File: config.mk
export PLATFORM = sky130hd
export DESIGN_NAME = integer_to_ascii_formatter
export DESIGN_NICKNAME = d
export VERILOG_FILES = /design/src/hdl/itoa_fmt_pkg.sv /design/src/hdl/itoa_fmt_ctrl.sv /design/src/hdl/itoa_fmt_dp.sv /design/src/hdl/integer_to_ascii_formatter.sv
export VERILOG_INCLUDE_DIRS = /design/src /design/src/hdl
export SDC_FILE = /design/constraint.sdc
export NUM_CORES = 1
export LEC_CHECK = 0
export BUFFER_PORTS_ARGS = -buffer_cell sky130_fd_sc_hd__buf_2
export CELL_PAD_IN_SITES_DETAIL_PLACEMENT = 1
export CELL_PAD_IN_SITES_GLOBAL_PLACEMENT = 2
export CORE_MARGIN = 3
export CORE_UTILIZATION = 45
export CTS_CLUSTER_SIZE = 24
export DETAILED_ROUTE_END_ITERATION = 16
export GPL_ROUTABILITY_DRIVEN = 0
export PLACE_DENSITY = 0.94
export SLEW_MARGIN = 10
export SYNTH_ARGS = -nofsm -noshare
export SYNTH_HDL_FRONTEND = slang
export SYNTH_SLANG_ARGS = --single-unit
File: constraint.sdc
create_clock -name clk -period 23.5 [get_ports clk]
set_clock_uncertainty 0.1 [all_clocks]
set_input_delay 3.525 -clock clk [delete_from_list [all_inputs] [get_ports clk]]
set_output_delay 3.525 -clock clk [all_outputs]
set_load 0.005 [all_outputs]
File: src/hdl/integer_to_ascii_formatter_defines.svh
// Assertion macros used by the formatter RTL.
`ifndef INTEGER_TO_ASCII_FORMATTER_DEFINES_SVH
`define INTEGER_TO_ASCII_FORMATTER_DEFINES_SVH

`ifndef NO_ASSERTIONS

// ante holds -> cons holds in the same cycle
`define ASSERT_SAME_CYCLE(label, clk, rst, ante, cons, msg) \
  label: assert property (@(posedge clk) disable iff (rst) (ante) |-> (cons)) \
    else $error(msg);

// ante holds -> cons holds in the next cycle
`define ASSERT_NEXT_CYCLE(label, clk, rst, ante, cons, msg) \
  label: assert property (@(posedge clk) disable iff (rst) (ante) |=> (cons)) \
    else $error(msg);

`else

`define ASSERT_SAME_CYCLE(label, clk, rst, ante, cons, msg)
`define ASSERT_NEXT_CYCLE(label, clk, rst, ante, cons, msg)

`endif

`endif

File: src/hdl/itoa_fmt_pkg.sv
`timescale 1ns / 1ps
`default_nettype none

package itoa_fmt_pkg;

  localparam int OUT_MAX_DEFAULT = 64;
  localparam int VALUE_W         = 64;
  localparam int CHAR_W          = 8;
  localparam int CFG_IDX_W       = 3;
  localparam int CFG_DATA_W      = 8;
  localparam int BCD_DIGITS      = 20;
  localparam int CNT_W           = $clog2(VALUE_W);

  // register indexes
  localparam logic [CFG_IDX_W-1:0] REG_RADIX_MODE     = 3'd0;
  localparam logic [CFG_IDX_W-1:0] REG_MIN_DIGITS     = 3'd1;
  localparam logic [CFG_IDX_W-1:0] REG_SIGN_MODE      = 3'd2;
  localparam logic [CFG_IDX_W-1:0] REG_ALTERNATE_FORM = 3'd3;
  localparam logic [CFG_IDX_W-1:0] REG_UPPER_CASE     = 3'd4;

  // radix codes; codes above RADIX_HEX act as hex
  localparam logic [2:0] RADIX_SDEC = 3'd0;
  localparam logic [2:0] RADIX_UDEC = 3'd1;
  localparam logic [2:0] RADIX_BIN  = 3'd2;
  localparam logic [2:0] RADIX_OCT  = 3'd3;
  localparam logic [2:0] RADIX_HEX  = 3'd4;

  localparam logic [1:0] SIGN_NONE  = 2'd0;
  localparam logic [1:0] SIGN_SPACE = 2'd1;
  localparam logic [1:0] SIGN_PLUS  = 2'd2;

  localparam logic [CHAR_W-1:0] CH_NUL   = 8'h00;
  localparam logic [CHAR_W-1:0] CH_ZERO  = 8'h30;
  localparam logic [CHAR_W-1:0] CH_SPACE = 8'h20;
  localparam logic [CHAR_W-1:0] CH_PLUS  = 8'h2B;
  localparam logic [CHAR_W-1:0] CH_MINUS = 8'h2D;
  localparam logic [CHAR_W-1:0] CH_LB    = 8'h62;
  localparam logic [CHAR_W-1:0] CH_LX    = 8'h78;
  localparam logic [CHAR_W-1:0] CH_UX    = 8'h58;
  localparam logic [CHAR_W-1:0] CH_LA    = 8'h61;
  localparam logic [CHAR_W-1:0] CH_UA    = 8'h41;

  typedef struct packed {
    logic [2:0] radix_mode;
    logic [7:0] min_digits;
    logic [1:0] sign_mode;
    logic       alternate_form;
    logic       upper_case;
  } cfg_t;

  typedef struct packed {
    logic load;
    logic step;
    logic size;
    logic emit;
  } cmd_t;

  typedef struct packed {
    logic done;
  } sts_t;

  function automatic logic [CHAR_W-1:0] digit_char(input logic [3:0] d, input logic upper);
    logic [CHAR_W-1:0] d8;
    d8 = {4'b0, d};
    if (d < 4'd10) begin
      return CH_ZERO + d8;
    end else begin
      return (upper ? CH_UA : CH_LA) + d8 - 8'd10;
    end
  endfunction

endpackage

`default_nettype wire

File: src/hdl/itoa_fmt_ctrl.sv
`timescale 1ns / 1ps
`default_nettype none

module itoa_fmt_ctrl (
  input  wire                 clk,
  input  wire                 rst,
  input  wire                 start,
  input  itoa_fmt_pkg::sts_t  sts,
  output itoa_fmt_pkg::cmd_t  cmd,
  output logic                busy
);
  import itoa_fmt_pkg::*;

  typedef enum logic [3:0] {
    S_IDLE = 4'b0001,
    S_CONV = 4'b0010,
    S_SIZE = 4'b0100,
    S_EMIT = 4'b1000
  } state_t;

  localparam logic [CNT_W-1:0] CNT_LAST = CNT_W'(VALUE_W - 1);

  state_t           state, state_next;
  logic [CNT_W-1:0] cnt, cnt_next;

  always_comb begin
    state_next = state;
    cnt_next   = cnt;
    cmd        = '0;
    case (state)
      S_IDLE: begin
        if (start) begin
          cmd.load   = 1'b1;
          cnt_next   = '0;
          state_next = S_CONV;
        end
      end
      S_CONV: begin
        cmd.step = 1'b1;
        cnt_next = cnt + 1'b1;
        if (cnt == CNT_LAST) begin
          state_next = S_SIZE;
        end
      end
      S_SIZE: begin
        cmd.size   = 1'b1;
        state_next = S_EMIT;
      end
      S_EMIT: begin
        cmd.emit = 1'b1;
        if (sts.done) begin
          state_next = S_IDLE;
        end
      end
      default: begin
        state_next = S_IDLE;
      end
    endcase
  end

  always_ff @(posedge clk) begin
    if (rst) begin
      state <= S_IDLE;
      cnt   <= '0;
    end else begin
      state <= state_next;
      cnt   <= cnt_next;
    end
  end

  assign busy = (state != S_IDLE);

endmodule

`default_nettype wire

File: src/hdl/itoa_fmt_dp.sv
`timescale 1ns / 1ps
`default_nettype none

module itoa_fmt_dp #(
  parameter int OUT_MAX = itoa_fmt_pkg::OUT_MAX_DEFAULT
) (
  input  wire                                  clk,
  input  wire                                  rst,
  input  wire  [itoa_fmt_pkg::VALUE_W-1:0]     value_bits,
  input  itoa_fmt_pkg::cfg_t                   cfg,
  input  itoa_fmt_pkg::cmd_t                   cmd,
  output itoa_fmt_pkg::sts_t                   sts,
  output logic [itoa_fmt_pkg::CHAR_W-1:0]      text_char,
  output logic                                 last_char,
  output logic                                 empty_text,
  output logic                                 cut_short,
  output logic                                 strobe
);
  import itoa_fmt_pkg::*;

  localparam int PW = $clog2(OUT_MAX);

  logic [VALUE_W-1:0]          mag;
  logic [VALUE_W-1:0]          sh;
  logic [BCD_DIGITS-1:0][3:0]  bcd;
  logic [6:0]                  bitlen;
  logic [4:0]                  dcount;
  logic                        neg;
  logic                        is_zero;
  logic [6:0]                  ndig;
  logic [6:0]                  nd_total;
  logic [CHAR_W-1:0]           pre_char;
  logic                        empty;
  logic                        cut;
  logic [PW-1:0]               p;

  // conversion step: shift-add-3 across all BCD digits
  logic [BCD_DIGITS-1:0][3:0]  bcd_adj;
  logic [4*BCD_DIGITS-1:0]     adj_flat;
  logic [BCD_DIGITS-1:0][3:0]  bcd_next;
  logic [31:0][3:0]            bcd_next_pad;
  logic [6:0]                  bitlen_next;
  logic [4:0]                  dcount_next;

  always_comb begin
    for (int i = 0; i < BCD_DIGITS; i++) begin
      bcd_adj[i] = (bcd[i] >= 4'd5) ? bcd[i] + 4'd3 : bcd[i];
    end
    adj_flat     = bcd_adj;
    bcd_next     = {adj_flat[4*BCD_DIGITS-2:0], sh[VALUE_W-1]};
    bcd_next_pad = {{(32 - BCD_DIGITS){4'h0}}, bcd_next};
    bitlen_next  = (bitlen != 7'd0 || sh[VALUE_W-1]) ? bitlen + 7'd1 : bitlen;
    dcount_next  = dcount;
    if (dcount < 5'(BCD_DIGITS) && bcd_next_pad[dcount] != 4'd0) begin
      dcount_next = dcount + 5'd1;
    end
  end

  // sizing
  logic [6:0]  md_eff;
  logic [7:0]  oct_tmp;
  logic [13:0] oct_prod;
  logic [7:0]  hex_tmp;
  logic [6:0]  ndig_raw;
  logic [6:0]  ndig_eff;
  logic        padded;
  logic [6:0]  nd_tot;
  logic [1:0]  pre_len;
  logic [CHAR_W-1:0] pre_sel;
  logic [7:0]  len;
  logic        cut_sel;
  logic [PW-1:0] p_start;

  always_comb begin
    md_eff   = cfg.min_digits[7] ? 7'd0 : cfg.min_digits[6:0];
    oct_tmp  = {1'b0, bitlen} + 8'd2;
    oct_prod = 14'(oct_tmp) * 14'd43;
    hex_tmp  = {1'b0, bitlen} + 8'd3;
    case (cfg.radix_mode)
      RADIX_SDEC, RADIX_UDEC: ndig_raw = {2'b0, dcount};
      RADIX_BIN:              ndig_raw = bitlen;
      RADIX_OCT:              ndig_raw = oct_prod[13:7];
      default:                ndig_raw = {1'b0, hex_tmp[7:2]};
    endcase
    ndig_eff = is_zero ? 7'd1 : ndig_raw;
    padded   = !is_zero && (md_eff > ndig_eff);
    nd_tot   = padded ? md_eff : ndig_eff;
    pre_len  = 2'd0;
    pre_sel  = CH_ZERO;
    case (cfg.radix_mode)
      RADIX_SDEC: begin
        if (neg) begin
          pre_len = 2'd1;
          pre_sel = CH_MINUS;
        end else if (cfg.sign_mode == SIGN_SPACE) begin
          pre_len = 2'd1;
          pre_sel = CH_SPACE;
        end else if (cfg.sign_mode == SIGN_PLUS) begin
          pre_len = 2'd1;
          pre_sel = CH_PLUS;
        end
      end
      RADIX_UDEC: begin
        pre_len = 2'd0;
      end
      RADIX_BIN: begin
        if (cfg.alternate_form && !padded) begin
          pre_len = 2'd2;
          pre_sel = CH_LB;
        end
      end
      RADIX_OCT: begin
        if (cfg.alternate_form && !padded) begin
          pre_len = 2'd1;
          pre_sel = CH_ZERO;
        end
      end
      default: begin
        if (cfg.alternate_form) begin
          pre_len = 2'd2;
          pre_sel = cfg.upper_case ? CH_UX : CH_LX;
        end
      end
    endcase
    if (is_zero) begin
      len = (cfg.min_digits == 8'd0) ? 8'd0 : 8'd1;
    end else begin
      len = {1'b0, nd_tot} + {6'b0, pre_len};
    end
    cut_sel = (len > 8'(OUT_MAX));
    p_start = cut_sel ? PW'(OUT_MAX - 1) : PW'(len - 8'd1);
  end

  // character at position p, counted from the end of the text
  logic [7:0]           pe;
  logic [31:0][3:0]     dec_dig;
  logic [31:0][2:0]     oct_dig;
  logic [15:0][3:0]     hex_dig;
  logic [3:0]           dval;
  logic [CHAR_W-1:0]    ch;

  always_comb begin
    pe      = 8'(p);
    dec_dig = {{(32 - BCD_DIGITS){4'h0}}, bcd};
    oct_dig = {32'b0, mag};
    hex_dig = mag;
    case (cfg.radix_mode)
      RADIX_SDEC, RADIX_UDEC: dval = dec_dig[pe[4:0]];
      RADIX_BIN:              dval = {3'b0, mag[pe[5:0]]};
      RADIX_OCT:              dval = {1'b0, oct_dig[pe[4:0]]};
      default:                dval = hex_dig[pe[3:0]];
    endcase
    if (pe < {1'b0, ndig}) begin
      ch = digit_char(dval, cfg.upper_case);
    end else if (pe < {1'b0, nd_total}) begin
      ch = CH_ZERO;
    end else if (pe == {1'b0, nd_total}) begin
      ch = pre_char;
    end else begin
      ch = CH_ZERO;
    end
  end

  always_ff @(posedge clk) begin
    if (cmd.load) begin
      neg     <= (cfg.radix_mode == RADIX_SDEC) && value_bits[VALUE_W-1];
      mag     <= ((cfg.radix_mode == RADIX_SDEC) && value_bits[VALUE_W-1]) ?
                 (~value_bits) + 64'd1 : value_bits;
      sh      <= ((cfg.radix_mode == RADIX_SDEC) && value_bits[VALUE_W-1]) ?
                 (~value_bits) + 64'd1 : value_bits;
      is_zero <= (value_bits == '0);
      bcd     <= '0;
      bitlen  <= '0;
      dcount  <= '0;
    end
    if (cmd.step) begin
      sh     <= {sh[VALUE_W-2:0], 1'b0};
      bcd    <= bcd_next;
      bitlen <= bitlen_next;
      dcount <= dcount_next;
    end
    if (cmd.size) begin
      ndig     <= ndig_eff;
      nd_total <= nd_tot;
      pre_char <= pre_sel;
      empty    <= (len == 8'd0);
      cut      <= cut_sel;
      p        <= p_start;
    end
    if (cmd.emit) begin
      text_char  <= empty ? CH_NUL : ch;
      last_char  <= empty || (p == '0);
      empty_text <= empty;
      cut_short  <= cut;
      p          <= p - 1'b1;
    end
  end

  always_ff @(posedge clk) begin
    if (rst) begin
      strobe <= 1'b0;
    end else begin
      strobe <= cmd.emit;
    end
  end

  assign sts.done = empty || (p == '0);

endmodule

`default_nettype wire

File: src/hdl/integer_to_ascii_formatter.sv
// Formats a 64-bit value as printf-style integer text (%d, %u, %o, %x, %b with precision,
// sign and alternate-form options) and sends it one character per cycle, most significant
// character first, with last_char on the final one. An item is taken when start is high
// and busy is low. Each value first runs a shift-add-3 binary-to-BCD pass (done for every
// radix, it also finds the digit count), then a sizing step, then sends its characters (at
// most OUT_MAX, and 1 for an empty text). Results arrive on strobe for exactly one cycle
// each, back to back; the receiver cannot stall them and must take every one.
// Write the configuration only while busy is low; the settings are used until the last
// character is out.
`timescale 1ns / 1ps
`default_nettype none
`include "integer_to_ascii_formatter_defines.svh"

module integer_to_ascii_formatter #(
  parameter int OUT_MAX = itoa_fmt_pkg::OUT_MAX_DEFAULT
) (
  input  wire                                    clk,
  input  wire                                    rst,
  input  wire                                    start,
  output logic                                   busy,
  input  wire  [itoa_fmt_pkg::VALUE_W-1:0]       value_bits,
  input  wire                                    wr_en,
  input  wire  [itoa_fmt_pkg::CFG_IDX_W-1:0]     wr_index,
  input  wire  [itoa_fmt_pkg::CFG_DATA_W-1:0]    wr_data,
  output logic                                   strobe,
  output logic [itoa_fmt_pkg::CHAR_W-1:0]        text_char,
  output logic                                   last_char,
  output logic                                   empty_text,
  output logic                                   cut_short
);
  import itoa_fmt_pkg::*;

  cfg_t cfg;
  cmd_t cmd;
  sts_t sts;

  always_ff @(posedge clk) begin
    if (rst) begin
      cfg.radix_mode     <= RADIX_SDEC;
      cfg.min_digits     <= 8'hFF;
      cfg.sign_mode      <= SIGN_NONE;
      cfg.alternate_form <= 1'b0;
      cfg.upper_case     <= 1'b0;
    end else if (wr_en) begin
      case (wr_index)
        REG_RADIX_MODE:     cfg.radix_mode     <= wr_data[2:0];
        REG_MIN_DIGITS:     cfg.min_digits     <= wr_data;
        REG_SIGN_MODE:      cfg.sign_mode      <= wr_data[1:0];
        REG_ALTERNATE_FORM: cfg.alternate_form <= wr_data[0];
        REG_UPPER_CASE:     cfg.upper_case     <= wr_data[0];
        default: begin
        end
      endcase
    end
  end

  itoa_fmt_ctrl u_ctrl (
    .clk   (clk),
    .rst   (rst),
    .start (start),
    .sts   (sts),
    .cmd   (cmd),
    .busy  (busy)
  );

  itoa_fmt_dp #(
    .OUT_MAX (OUT_MAX)
  ) u_dp (
    .clk        (clk),
    .rst        (rst),
    .value_bits (value_bits),
    .cfg        (cfg),
    .cmd        (cmd),
    .sts        (sts),
    .text_char  (text_char),
    .last_char  (last_char),
    .empty_text (empty_text),
    .cut_short  (cut_short),
    .strobe     (strobe)
  );

  `ASSERT_NEXT_CYCLE(a_accept_busy, clk, rst, start && !busy, busy, "busy not raised")
  `ASSERT_NEXT_CYCLE(a_chars_contiguous, clk, rst, strobe && !last_char, strobe, "gap in text")
  `ASSERT_NEXT_CYCLE(a_last_ends, clk, rst, strobe && last_char, !strobe, "strobe after last")
  `ASSERT_SAME_CYCLE(a_empty, clk, rst, strobe && empty_text, last_char && !cut_short, "bad empty")

endmodule

`default_nettype wire

==> qor.json, run 1 <==
{
  "timing": {
    "rsz0062_at_grt": "no",
    "layout_worst_path_cycle_share_pct": 38.23,
    "max_slew_margin_pct": 19.48,
    "tightestPinTransition_ns": 1.208,
    "finalWorstPathRequiredPeriod_ns": 8.984,
    "report.final.hold_viol_count": 0,
    "max_freq_mhz": 111.3,
    "tns_ns": 0,
    "layout_setup_ws_ns": 14.52,
    "finalSetupViolCount": 0,
    "slew_viol_final": 0
  },
  "die": {
    "design.portCount": 92,
    "placeableCoreArea_mm2": 0.04120,
    "rows": 74,
    "die_area_mm2": 0.04466,
    "die_x_um": 211.3,
    "die_height_um": 211.3,
    "floorplan.initialDensity_pct": 46.05
  },
  "logic_synthesis": {
    "synth_top_cell_area_share_pct": 41.15,
    "ys_types": 81,
    "combinational_family_with_the_most_area_after_synthesis": "simple AND/OR/NAND/NOR gates",
    "synth_enable_flop_cells": 260,
    "synth_adder_area_share_pct": 8.072,
    "synthXorXnorAreaFrac_pct": 5.170,
    "postSynth.topFlopCell": "edfxtp_1",
    "synth_simple_gate_area_share_pct": 14.92,
    "seq_area_frac_synth_pct": 44.00,
    "synth_compound_gate_area_share_pct": 13.20,
    "netlist_top_cells_area": "edfxtp_1 41%, mux4_2 7.8%, ha_1 7.1%",
    "postSynthAreaPerCell_um2": 10.80,
    "synthCells": 1757,
    "netlist_area_mm2": 0.01897,
    "synth.mux.area_fraction_pct": 10.76,
    "synth-async-reset-ratio_pct": 0,
    "yosysWarnings": 0,
    "synth_top_cell_by_area": "edfxtp_1",
    "ys_seq_elements": 287,
    "mappedNetlistNets": 1953
  },
  "route": {
    "dr_total_vias": 14427,
    "route.final.wire_length_mm": 52.99,
    "via_per_inst": 6.067,
    "drc_errors": 0,
    "first_iter_violations": 936,
    "detail_route.wl_per_cell_um": 22.28,
    "drt.antenna.violating_nets": 0,
    "detail_route.first_pass.iterations": 6
  },
  "global_routing": {
    "grt_pass1_vias": 14970,
    "gr-usage-met1_pct": 30.26,
    "grt_usage_pct": 23.58,
    "maximum_number_of_pins_on_one_net_before_global_route_repair": 100,
    "globalRouteMet2Util_pct": 41.08,
    "antenna_found_initial": 0,
    "wire_length_of_the_first_global_routing_pass_mm": 83.79,
    "grt.busiest_layer": "met2",
    "grt_remaining_overflow": 0,
    "use_met3_pct": 3.320
  },
  "final_layout": {
    "diodes": 0,
    "layout_common_cells": "260 x edfxtp_1, 185 x nor2_1, 128 x a21oi_1, 108 x ha_1, 106 x inv_1",
    "ff_latch_area_mm2": 0.008348,
    "layout_commonest_cell": "edfxtp_1",
    "final_nets": 2016,
    "synthToLayoutAreaGrowth_pct": 11.01,
    "num-fill-cells": 4406,
    "final_layout_size_suffix_gt1_share_pct": 14.73,
    "multi_input_comb_area_mm2": 0.009918
  },
  "clock_tree": {
    "ctsHoldBuffers": 0,
    "cts_tree": "done",
    "clock_tree.htree_level_count": 2,
    "cts.sinks": 287,
    "clock_tree.root_cell": "clkbuf_16",
    "cts-root-to-sink-buffers": 3,
    "clk_transition_reported_paths_ns": 0.06,
    "cts_setup_buffers": 0,
    "post_cts_resized": 0,
    "insertion_delay_ns": 0.52,
    "cts_buffers": 35
  },
  "critical_path": {
    "max_stage_delay_ns": 0.65,
    "cp_slowest_cell": "a21oi_1",
    "path_max_fanout": 12,
    "worst_path_dominant_cell_family": "compound AO/OA/AOI/OAI gates",
    "worst_flop_to_flop_path_endpoint": "u_dp.p[1]",
    "cp_data_arrival_time_ns": 9.24,
    "worst_setup_path_start_kind": "flip-flop",
    "crit_type": "flip-flop to flip-flop",
    "setup.worst_path.end_class": "flip-flop",
    "timing.reg2reg.setup_slack_ns": 14.52,
    "worst_r2r_startpoint": "u_dp.bitlen[3]",
    "worstPathRequired_ns": 23.76,
    "path_buf_inv": 2,
    "worst-r2r-cell-count": 31
  },
  "power_and_ir_drop": {
    "p_leak_nw": 7.950,
    "share_comb_of_total_power_pct": 22.7,
    "p_seq_share_pct": 42.7,
    "intPower_mw": 1.087,
    "total_switching_power_mw": 0.4787,
    "p_clk_share_pct": 34.6,
    "power-per-cell-area_mw_per_mm2": 74.33,
    "power.switching_fraction_pct": 30.58,
    "vdd_drop_max_v": 0.00004255
  },
  "place": {
    "place_ws_ns": 14.83,
    "detailedPlacementHpwl_mm": 37.71,
    "place.port_buffers": 90
  },
  "hold_path": {
    "timing.hold.worst.class": "flip-flop to flip-flop",
    "worst_hold_path.endpoint": "u_dp.sh[0]",
    "min_from": "u_dp.sh[0]",
    "instance_count_along_the_most_critical_hold_path": 2
  },
  "run_status": {
    "status": "completed"
  },
  "job": {
    "drv_cap": 0
  }
}
synth_stat cells (all sizes together), types with 7 or more instances:
cell / n
edfxtp: 260
nor2: 185
a21oi: 128
ha: 108
inv: 107
nand2: 93
o21ai: 73
xnor2: 70
mux4: 66
a22o: 63
clkbuf: 62
mux2i: 42
xor2: 42
nand2b: 35
nor3: 35
nand3: 31
nor3b: 31
dfxtp: 27
nor2b: 23
and2: 21
buf: 20
a31oi: 16
or3: 16
mux2: 12
nand4: 12
a21o: 11
and3: 11
nor4: 10
o31ai: 10
fa: 9
or2: 9
a211o: 8
nand3b: 8
nor4b: 8
a211oi: 7
a21boi: 7
state kept, by name, summed over array words and instances, names as in the netlist, 4 cells and up:
name and cells:
cfg 15, u_dp.nd_total 7, u_dp.text_char 7, u_ctrl.cnt 6, u_dp.hex_dig 64, u_dp.ndig 7
u_dp.dcount 5, u_dp.sh 64, u_ctrl.state 4, u_dp.pre_char 7, u_dp.p 6, u_dp.bcd 80
u_dp.bitlen 7
tightest hold or removal path, stage by stage (launching register included):
cell and delay, ns:
dfxtp_1 0.31, nand3_1 0.05, o21ai_0 0.06
cells by family (layout without fill, tap and decap cells):
| family | after synthesis | count (layout) |
|---|---|---|
| AO/OA/AOI/OAI | 380 | 380 |
| adder cells (fa/ha/maj) | 117 | 117 |
| buffers and inverters | 190 | 279 |
| XOR/XNOR | 112 | 112 |
| flip-flops | 287 | 287 |
| AND/OR/NAND/NOR | 550 | 550 |
| other | 1 | 1 |
| multiplexers | 120 | 120 |
through the flow:
stage,total power [mW],std cells,cell area [um^2],hold WS (ns),util (%)
after floorplan,0.9196,1757,18970,0.3003,-
after global placement,1.007,2315,19930,0.3617,48.36
after detailed placement,1.029,2315,19930,0.3739,48.36
after CTS,1.576,2378,21060,0.3852,51.12
after global routing,1.643,2378,21060,0.4263,51.12
final,1.565,2378,21060,0.3799,51.12
final cells by class:
type | instances | area share, %
flip-flops and latches | 287 | 39.64
well taps | 532 | 3.160
clock buffers | 47 | 4.568
multi-input cells | 1280 | 47.09
inverters | 108 | 1.937
repair buffers | 108 | 2.780
clock inverters | 16 | 0.8258
how the worst max path moves through the flow:
| stage | slack, ns | cells after the start | startpoint | end |
|---|---|---|---|---|
| floorplan | 15.85 | 32 | u_dp.bitlen[3] | u_dp.p[4] |
| global placement | 15.30 | 29 | u_dp.bitlen[2] | u_dp.p[4] |
| detailed placement | 14.83 | 31 | u_dp.bitlen[3] | u_dp.p[5] |
| CTS | 14.68 | 31 | u_dp.bitlen[3] | u_dp.p[1] |
| global route | 13.89 | 31 | u_dp.bitlen[3] | u_dp.p[1] |
| finish | 14.52 | 31 | u_dp.bitlen[3] | u_dp.p[1] |
power by group through the flow:
| stage | clock network (mW) | logic, mW | registers (mW) |
|---|---|---|---|
| 3_3_place_gp | 0 | 0.334 | 0.673 |
| 6_report | 0.541 | 0.356 | 0.668 |
| 3_5_place_dp | 0 | 0.352 | 0.677 |
| 5_1_grt | 0.573 | 0.397 | 0.674 |
| 2_1_floorplan | 0 | 0.260 | 0.659 |
| 4_1_cts | 0.551 | 0.357 | 0.668 |
metal layers:
metal / part of all wire (%) / wire length (um)
met5: 0 / 0
met4: 3.5 / 1847
met1: 42 / 22220
met3: 4.5 / 2394
met2: 50 / 26530
(Power assumes the default switching activity.)
==> run 2: changes to the inputs <==
--- a/config.mk
+++ b/config.mk
@@ -10,11 +10,11 @@
 export CELL_PAD_IN_SITES_DETAIL_PLACEMENT = 1
 export CELL_PAD_IN_SITES_GLOBAL_PLACEMENT = 2
 export CORE_MARGIN = 3
-export CORE_UTILIZATION = 45
+export CORE_UTILIZATION = 38
 export CTS_CLUSTER_SIZE = 24
 export DETAILED_ROUTE_END_ITERATION = 16
 export GPL_ROUTABILITY_DRIVEN = 0
-export PLACE_DENSITY = 0.94
+export PLACE_DENSITY = 0.85
 export SLEW_MARGIN = 10
 export SYNTH_ARGS = -nofsm -noshare
 export SYNTH_HDL_FRONTEND = slang
==> constraint.sdc (replaced) <==
create_clock -name clk -period 7.91 [get_ports clk]
set_clock_uncertainty 0.1 [all_clocks]
set_input_delay 1.1865 -clock clk [delete_from_list [all_inputs] [get_ports clk]]
set_output_delay 1.1865 -clock clk [all_outputs]
set_load 0.005 [all_outputs]
==> run 2 against run 1 <==
  * Critical endpoint is now u_dp.p[4]
  * Highest routed layer unchanged
  * Die area increased by 18%
  * Clock power grew to 2.8 times the previous value
  * Global-route usage down 4.5 points
  * Design area rose by 2.0%
  * Clock-buffer cell count fell by 10
==> qor.json, run 2 (same netlist as run 1, synthesis figures left out) <==
{
  "clock_tree": {
    "clock_tree.htree_level_count": 1,
    "clock_tree.root_cell": "clkbuf_16",
    "cts-root-to-sink-buffers": 3,
    "cts_tree": "done",
    "insertion_delay_ns": 0.58,
    "clk_transition_reported_paths_ns": 0.07,
    "cts_buffers": 31,
    "cts.sinks": 287
  },
  "final_layout": {
    "num-fill-cells": 5365,
    "largest_register_ff_count": 80,
    "layout_commonest_cell": "edfxtp_1",
    "diodes": 0,
    "final_nets": 2035,
    "multi_input_comb_area_mm2": 0.01006,
    "layout_common_cells": "260 x edfxtp_1, 184 x nor2_1, 127 x a21oi_1, 106 x inv_1, 100 x ha_1",
    "synthToLayoutAreaGrowth_pct": 13.24,
    "regMostFlops": "u_dp.bcd",
    "final_layout_size_suffix_gt1_share_pct": 17.11,
    "ff_latch_area_mm2": 0.008348
  },
  "run_status": {
    "status": "completed"
  },
  "global_routing": {
    "wire_length_of_the_first_global_routing_pass_mm": 82.46,
    "grt_remaining_overflow": 0,
    "grt_pass1_vias": 14932,
    "antenna_found_initial": 1,
    "grt_usage_pct": 19.10,
    "maximum_number_of_pins_on_one_net_before_global_route_repair": 94
  },
  "die": {
    "die_area_mm2": 0.05265,
    "placeableCoreArea_mm2": 0.04915,
    "die_height_um": 229.5,
    "floorplan.initialDensity_pct": 38.60,
    "design.portCount": 92,
    "die_x_um": 229.5,
    "rows": 81
  },
  "timing": {
    "layout_setup_ws_ns": 0.2930,
    "tightestPinTransition_ns": 1.188,
    "layout_worst_path_cycle_share_pct": 96.30,
    "slew_viol_final": 0,
    "max_slew_margin_pct": 20.80,
    "max_freq_mhz": 131.3,
    "finalSetupViolCount": 0,
    "tns_ns": 0,
    "report.final.hold_viol_count": 0,
    "finalWorstPathRequiredPeriod_ns": 7.617
  },
  "route": {
    "first_iter_violations": 786,
    "detail_route.wl_per_cell_um": 20.30,
    "via_per_inst": 5.634,
    "drc_errors": 0,
    "route.final.wire_length_mm": 51.32,
    "dr_total_vias": 14242,
    "detail_route.first_pass.iterations": 5,
    "drt.antenna.violating_nets": 0
  },
  "power_and_ir_drop": {
    "vdd_drop_max_v": 0.0001590,
    "report.power.total_mw": 4.663,
    "p_leak_nw": 8.052,
    "power-per-cell-area_mw_per_mm2": 217.0
  },
  "place": {
    "place.port_buffers": 90,
    "place_ws_ns": -0.06075,
    "detailedPlacementHpwl_mm": 37.44
  },
  "hold_path": {
    "instance_count_along_the_most_critical_hold_path": 2,
    "min_from": "u_dp.sh[0]",
    "timing.hold.worst.class": "flip-flop to flip-flop"
  },
  "job": {
    "drv_cap": 0
  },
  "critical_path": {
    "cp_data_arrival_time_ns": 7.82,
    "worst-r2r-cell-count": 31,
    "max_stage_delay_ns": 0.57,
    "path_max_fanout": 6,
    "crit_type": "flip-flop to flip-flop",
    "cp_slowest_cell": "fa_2",
    "worstSetupStartpoint": "u_dp.bitlen[2]",
    "worst_r2r_startpoint": "u_dp.bitlen[2]",
    "setup.worst_path.end_class": "flip-flop",
    "worst_setup_path_start_kind": "flip-flop",
    "worstPathRequired_ns": 8.11
  }
}
## run 2: final timing paths
kind                                   end  slack (ns)
worst max-delay path             u_dp.p[4]        0.29
worst min-delay path            u_dp.sh[0]        0.39
worst max register to register   u_dp.p[4]        0.29
worst min register to register  u_dp.sh[0]        0.39
## run 2: power by group
part / leakage (nW) / internal, mW / switching, mW
Clock: 0.518 / 0.897 / 0.639
Combinational: 4.79 / 0.485 / 0.668
Sequential: 2.75 / 1.85 / 0.126
## run 2: cell type report
class	instances	area share [%]
sequential	287	38.86
timing repair buffer	131	3.587
multi-input combinational	1280	46.82
clock buffer	37	3.762
inverter	108	1.899
tap	664	3.867
clock inverter	21	1.206
## run 2: metal layers
metal	global-route usage (%)	routed length [um]	up-vias
met1	25.16	22740	7122
met4	5.765	1504	0
li1	-	-	6703
met5	0	0	-
met2	33.11	25240	326
met3	2.114	1832	91
## run 2: stage by stage
step,instance area (um^2),instances,hold WS (ns),util (%)
floorplan,18970,1757,0.3003,-
global placement,20210,2461,0.3578,41.11
detailed placement,20210,2461,0.3793,41.11
CTS,21310,2522,0.3898,43.34
global route,21480,2528,0.4224,43.71
finish,21480,2528,0.3932,43.71
## run 2: worst max-delay path, delay by kind of cell, from the launching register on
| family | cells | cell delay [ns] |
|---|---|---|
| buffers and inverters | 5 | 0.49 |
| AOI/OAI and AO/OA | 10 | 2.16 |
| adders and majority gates | 8 | 2.89 |
| DFF | 1 | 0.53 |
| xor gates and xnor gates | 2 | 0.30 |
| and+or+nand+nor | 6 | 0.91 |
## run 2: timing repair
action / in CTS / in global routing
hold buffers: 0 / 0
endpoints found under the setup margin: 6 / 8
resized for setup: 1 / 32
pin swaps: 0 / 12
setup buffers: 3 / 6
==> run 3: changes to the inputs <==
--- a/config.mk
+++ b/config.mk
@@ -6,15 +6,16 @@
 export SDC_FILE = /design/constraint.sdc
 export NUM_CORES = 1
 export LEC_CHECK = 0
+export ABC_AREA = 1
 export BUFFER_PORTS_ARGS = -buffer_cell sky130_fd_sc_hd__buf_2
 export CELL_PAD_IN_SITES_DETAIL_PLACEMENT = 1
 export CELL_PAD_IN_SITES_GLOBAL_PLACEMENT = 2
 export CORE_MARGIN = 3
-export CORE_UTILIZATION = 38
+export CORE_UTILIZATION = 35
 export CTS_CLUSTER_SIZE = 24
 export DETAILED_ROUTE_END_ITERATION = 16
 export GPL_ROUTABILITY_DRIVEN = 0
-export PLACE_DENSITY = 0.85
+export PLACE_DENSITY = 0.86
 export SLEW_MARGIN = 10
 export SYNTH_ARGS = -nofsm -noshare
 export SYNTH_HDL_FRONTEND = slang
==> run 3 against run 2 <==
  * Routed wire length increased by 19%
  * Register-to-register slack improved by 0.19 ns
  * Critical path depth increased by 7
  * Synthesized cell count rose by 36%
  * Highest routed layer is now met5
  * Utilization decreased by 4.0 points
==> qor.json, run 3 <==
{
  "run_status": {
    "status": "completed"
  },
  "timing": {
    "finalSetupViolCount": 0,
    "tightestPinTransition_ns": 1.127,
    "tns_ns": 0,
    "report.final.hold_viol_count": 0,
    "max_freq_mhz": 134.6,
    "slew_viol_final": 0,
    "finalWorstPathRequiredPeriod_ns": 7.430,
    "layout_setup_ws_ns": 0.4797,
    "max_slew_margin_pct": 24.77,
    "layout_worst_path_cycle_share_pct": 93.94
  },
  "final_layout": {
    "final_nets": 2653,
    "synthToLayoutAreaGrowth_pct": 12.05,
    "largest_register_ff_count": 80,
    "regMostFlops": "u_dp.bcd",
    "layout_common_cells": "412 x nand2_1, 326 x inv_1, 261 x nor2_1, 260 x edfxtp_1, 172 x a21oi_1",
    "ff_latch_area_mm2": 0.008348,
    "layout_commonest_cell": "nand2_1",
    "num-fill-cells": 6735,
    "diodes": 0,
    "final_layout_size_suffix_gt1_share_pct": 10.23,
    "multi_input_comb_area_mm2": 0.009628
  },
  "die": {
    "rows": 86,
    "floorplan.initialDensity_pct": 35.48,
    "die_area_mm2": 0.05894,
    "placeableCoreArea_mm2": 0.05531,
    "die_x_um": 242.8,
    "design.portCount": 92,
    "die_height_um": 242.8
  },
  "hold_path": {
    "min_from": "u_dp.cut",
    "instance_count_along_the_most_critical_hold_path": 0,
    "timing.hold.worst.class": "flip-flop to flip-flop",
    "worst_hold_path.endpoint": "u_dp.cut_short"
  },
  "critical_path": {
    "setup.worst_path.end_class": "flip-flop",
    "worst-r2r-cell-count": 38,
    "crit_type": "flip-flop to flip-flop",
    "cp_slowest_cell": "fa_1",
    "worst_setup_path_start_kind": "flip-flop",
    "critPathMostFrequentCell": "nand2_1",
    "cp_data_arrival_time_ns": 7.64,
    "path_max_fanout": 12,
    "worstPathRequired_ns": 8.12,
    "max_stage_delay_ns": 0.55,
    "timing.reg2reg.setup_slack_ns": 0.48,
    "worst_r2r_startpoint": "u_dp.bitlen[2]",
    "worst_flop_to_flop_path_endpoint": "u_dp.p[5]"
  },
  "route": {
    "drt.antenna.violating_nets": 0,
    "detail_route.wl_per_cell_um": 18.93,
    "detail_route.first_pass.iterations": 5,
    "dr_total_vias": 17025,
    "via_per_inst": 5.271,
    "drc_errors": 0,
    "first_iter_violations": 1147,
    "route.final.wire_length_mm": 61.16
  },
  "power_and_ir_drop": {
    "p_clk_share_pct": 31.5,
    "report.power.total_mw": 5.154,
    "intPower_mw": 3.357,
    "power-per-cell-area_mw_per_mm2": 234.4,
    "p_leak_nw": 9.321,
    "share_comb_of_total_power_pct": 28.7,
    "power.switching_fraction_pct": 34.86,
    "p_seq_share_pct": 39.8,
    "vdd_drop_max_v": 0.0001224,
    "total_switching_power_mw": 1.797
  },
  "clock_tree": {
    "clock_tree.htree_level_count": 2,
    "cts_buffers": 34,
    "cts-root-to-sink-buffers": 3,
    "cts.sinks": 287,
    "clk_transition_reported_paths_ns": 0.06,
    "clock_tree.root_cell": "clkbuf_16",
    "insertion_delay_ns": 0.55,
    "cts_tree": "done",
    "ctsHoldBuffers": 0
  },
  "logic_synthesis": {
    "yosysWarnings": 0,
    "seq_area_frac_synth_pct": 42.55,
    "yosysMostFrequentCell": "nand2_1",
    "synth_top_cell_area_share_pct": 39.79,
    "synth.top_cells.by_count": "414 x nand2_1, 327 x inv_1, 262 x nor2_1",
    "synthCells": 2388,
    "postSynthAreaPerCell_um2": 8.217,
    "synth-async-reset-ratio_pct": 0,
    "netlist_top_cells_area": "edfxtp_1 40%, nand2_1 7.9%, ha_1 6.9%",
    "synth_top_cell_by_area": "edfxtp_1",
    "postSynth.topFlopCell": "edfxtp_1",
    "mappedNetlistNets": 2584,
    "netlist_area_mm2": 0.01962,
    "ys_seq_elements": 287,
    "synth_enable_flop_cells": 260,
    "ys_types": 64
  },
  "place": {
    "place.port_buffers": 90,
    "place_ws_ns": 0.2101,
    "detailedPlacementHpwl_mm": 45.86
  },
  "global_routing": {
    "antenna_found_initial": 1,
    "maximum_number_of_pins_on_one_net_before_global_route_repair": 87,
    "grt_usage_pct": 20.44,
    "wire_length_of_the_first_global_routing_pass_mm": 96.93,
    "grt_pass1_vias": 17720,
    "grt_remaining_overflow": 0
  },
  "job": {
    "drv_cap": 0
  }
}
## run 3: how the worst max path moves through the flow
stage	startpoint	endpoint	slack [ns]	cells after the start
after CTS	u_dp.bitlen[2]	u_dp.p[5]	0.22	38
after detailed placement	u_dp.bitlen[2]	u_dp.p[5]	0.21	38
final	u_dp.bitlen[2]	u_dp.p[5]	0.48	38
after floorplan	u_dp.bitlen[2]	u_dp.p[5]	1.38	39
after global routing	u_dp.bitlen[2]	u_dp.p[5]	-0.06	39
after global placement	u_dp.bitlen[2]	u_dp.p[5]	0.55	39
## run 3: power by group through the flow
stage,Combinational (mW),Sequential (mW),Clock (mW)
6_report,1.48,2.05,1.62
4_1_cts,1.47,2.05,1.66
2_1_floorplan,1.06,2.04,0
3_5_place_dp,1.46,2.08,0
3_3_place_gp,1.40,2.07,0
5_1_grt,1.69,2.08,1.72
## run 3: cells by family after synthesis
family | share of synthesized area [%]
simple gates | 21.37
buf+inv | 8.628
flops | 42.55
fa+ha+maj | 7.805
other cells | 0.01911
compound gates | 15.49
xor+xnor | 4.145
## run 3: worst max-delay path: cells and delay by family, from the launching register on
family	cells	cell delay (ns)
simple gates	19	1.91
compound gates	5	1.03
flops	1	0.47
buf+inv	5	0.54
fa+ha+maj	8	2.85
xor+xnor	1	0.30
## run 3: final cells by class
class	count	share of cell area [%]
Tap cell	748	4.257
Timing Repair Buffer	118	3.005
Sequential cell	287	37.97
Multi-Input combinational cell	1673	43.79
Inverter	343	5.856
Clock inverter	19	1.024
Clock buffer	42	4.097
## run 3: stage by stage
stage | instance area (um^2) | hold WS [ns] | utilization, % | instances
4_1_cts | 21910 | 0.3476 | 39.61 | 3222
6_report | 21990 | 0.3484 | 39.75 | 3230
3_3_place_gp | 20780 | 0.3425 | 37.58 | 3161
3_5_place_dp | 20780 | 0.3415 | 37.58 | 3161
2_1_floorplan | 19620 | 0.3003 | - | 2388
5_1_grt | 21990 | 0.3510 | 39.75 | 3230
## run 3: what timing repair did
item | CTS | global route
endpoints found under the setup margin | 0 | 8
resized for setup | 0 | 4
endpoints found under the hold margin | 0 | 0
buffers inserted | 0 | 8
## run 3: metal layers
metal | track usage, % | part of all wire (%) | vias up
met5 | 0 | 0.028 | -
met4 | 6.591 | 3.1 | 2
met3 | 3.392 | 4.4 | 99
met2 | 35.12 | 48 | 350
met1 | 26.23 | 44 | 8311
li1 | - | - | 8263
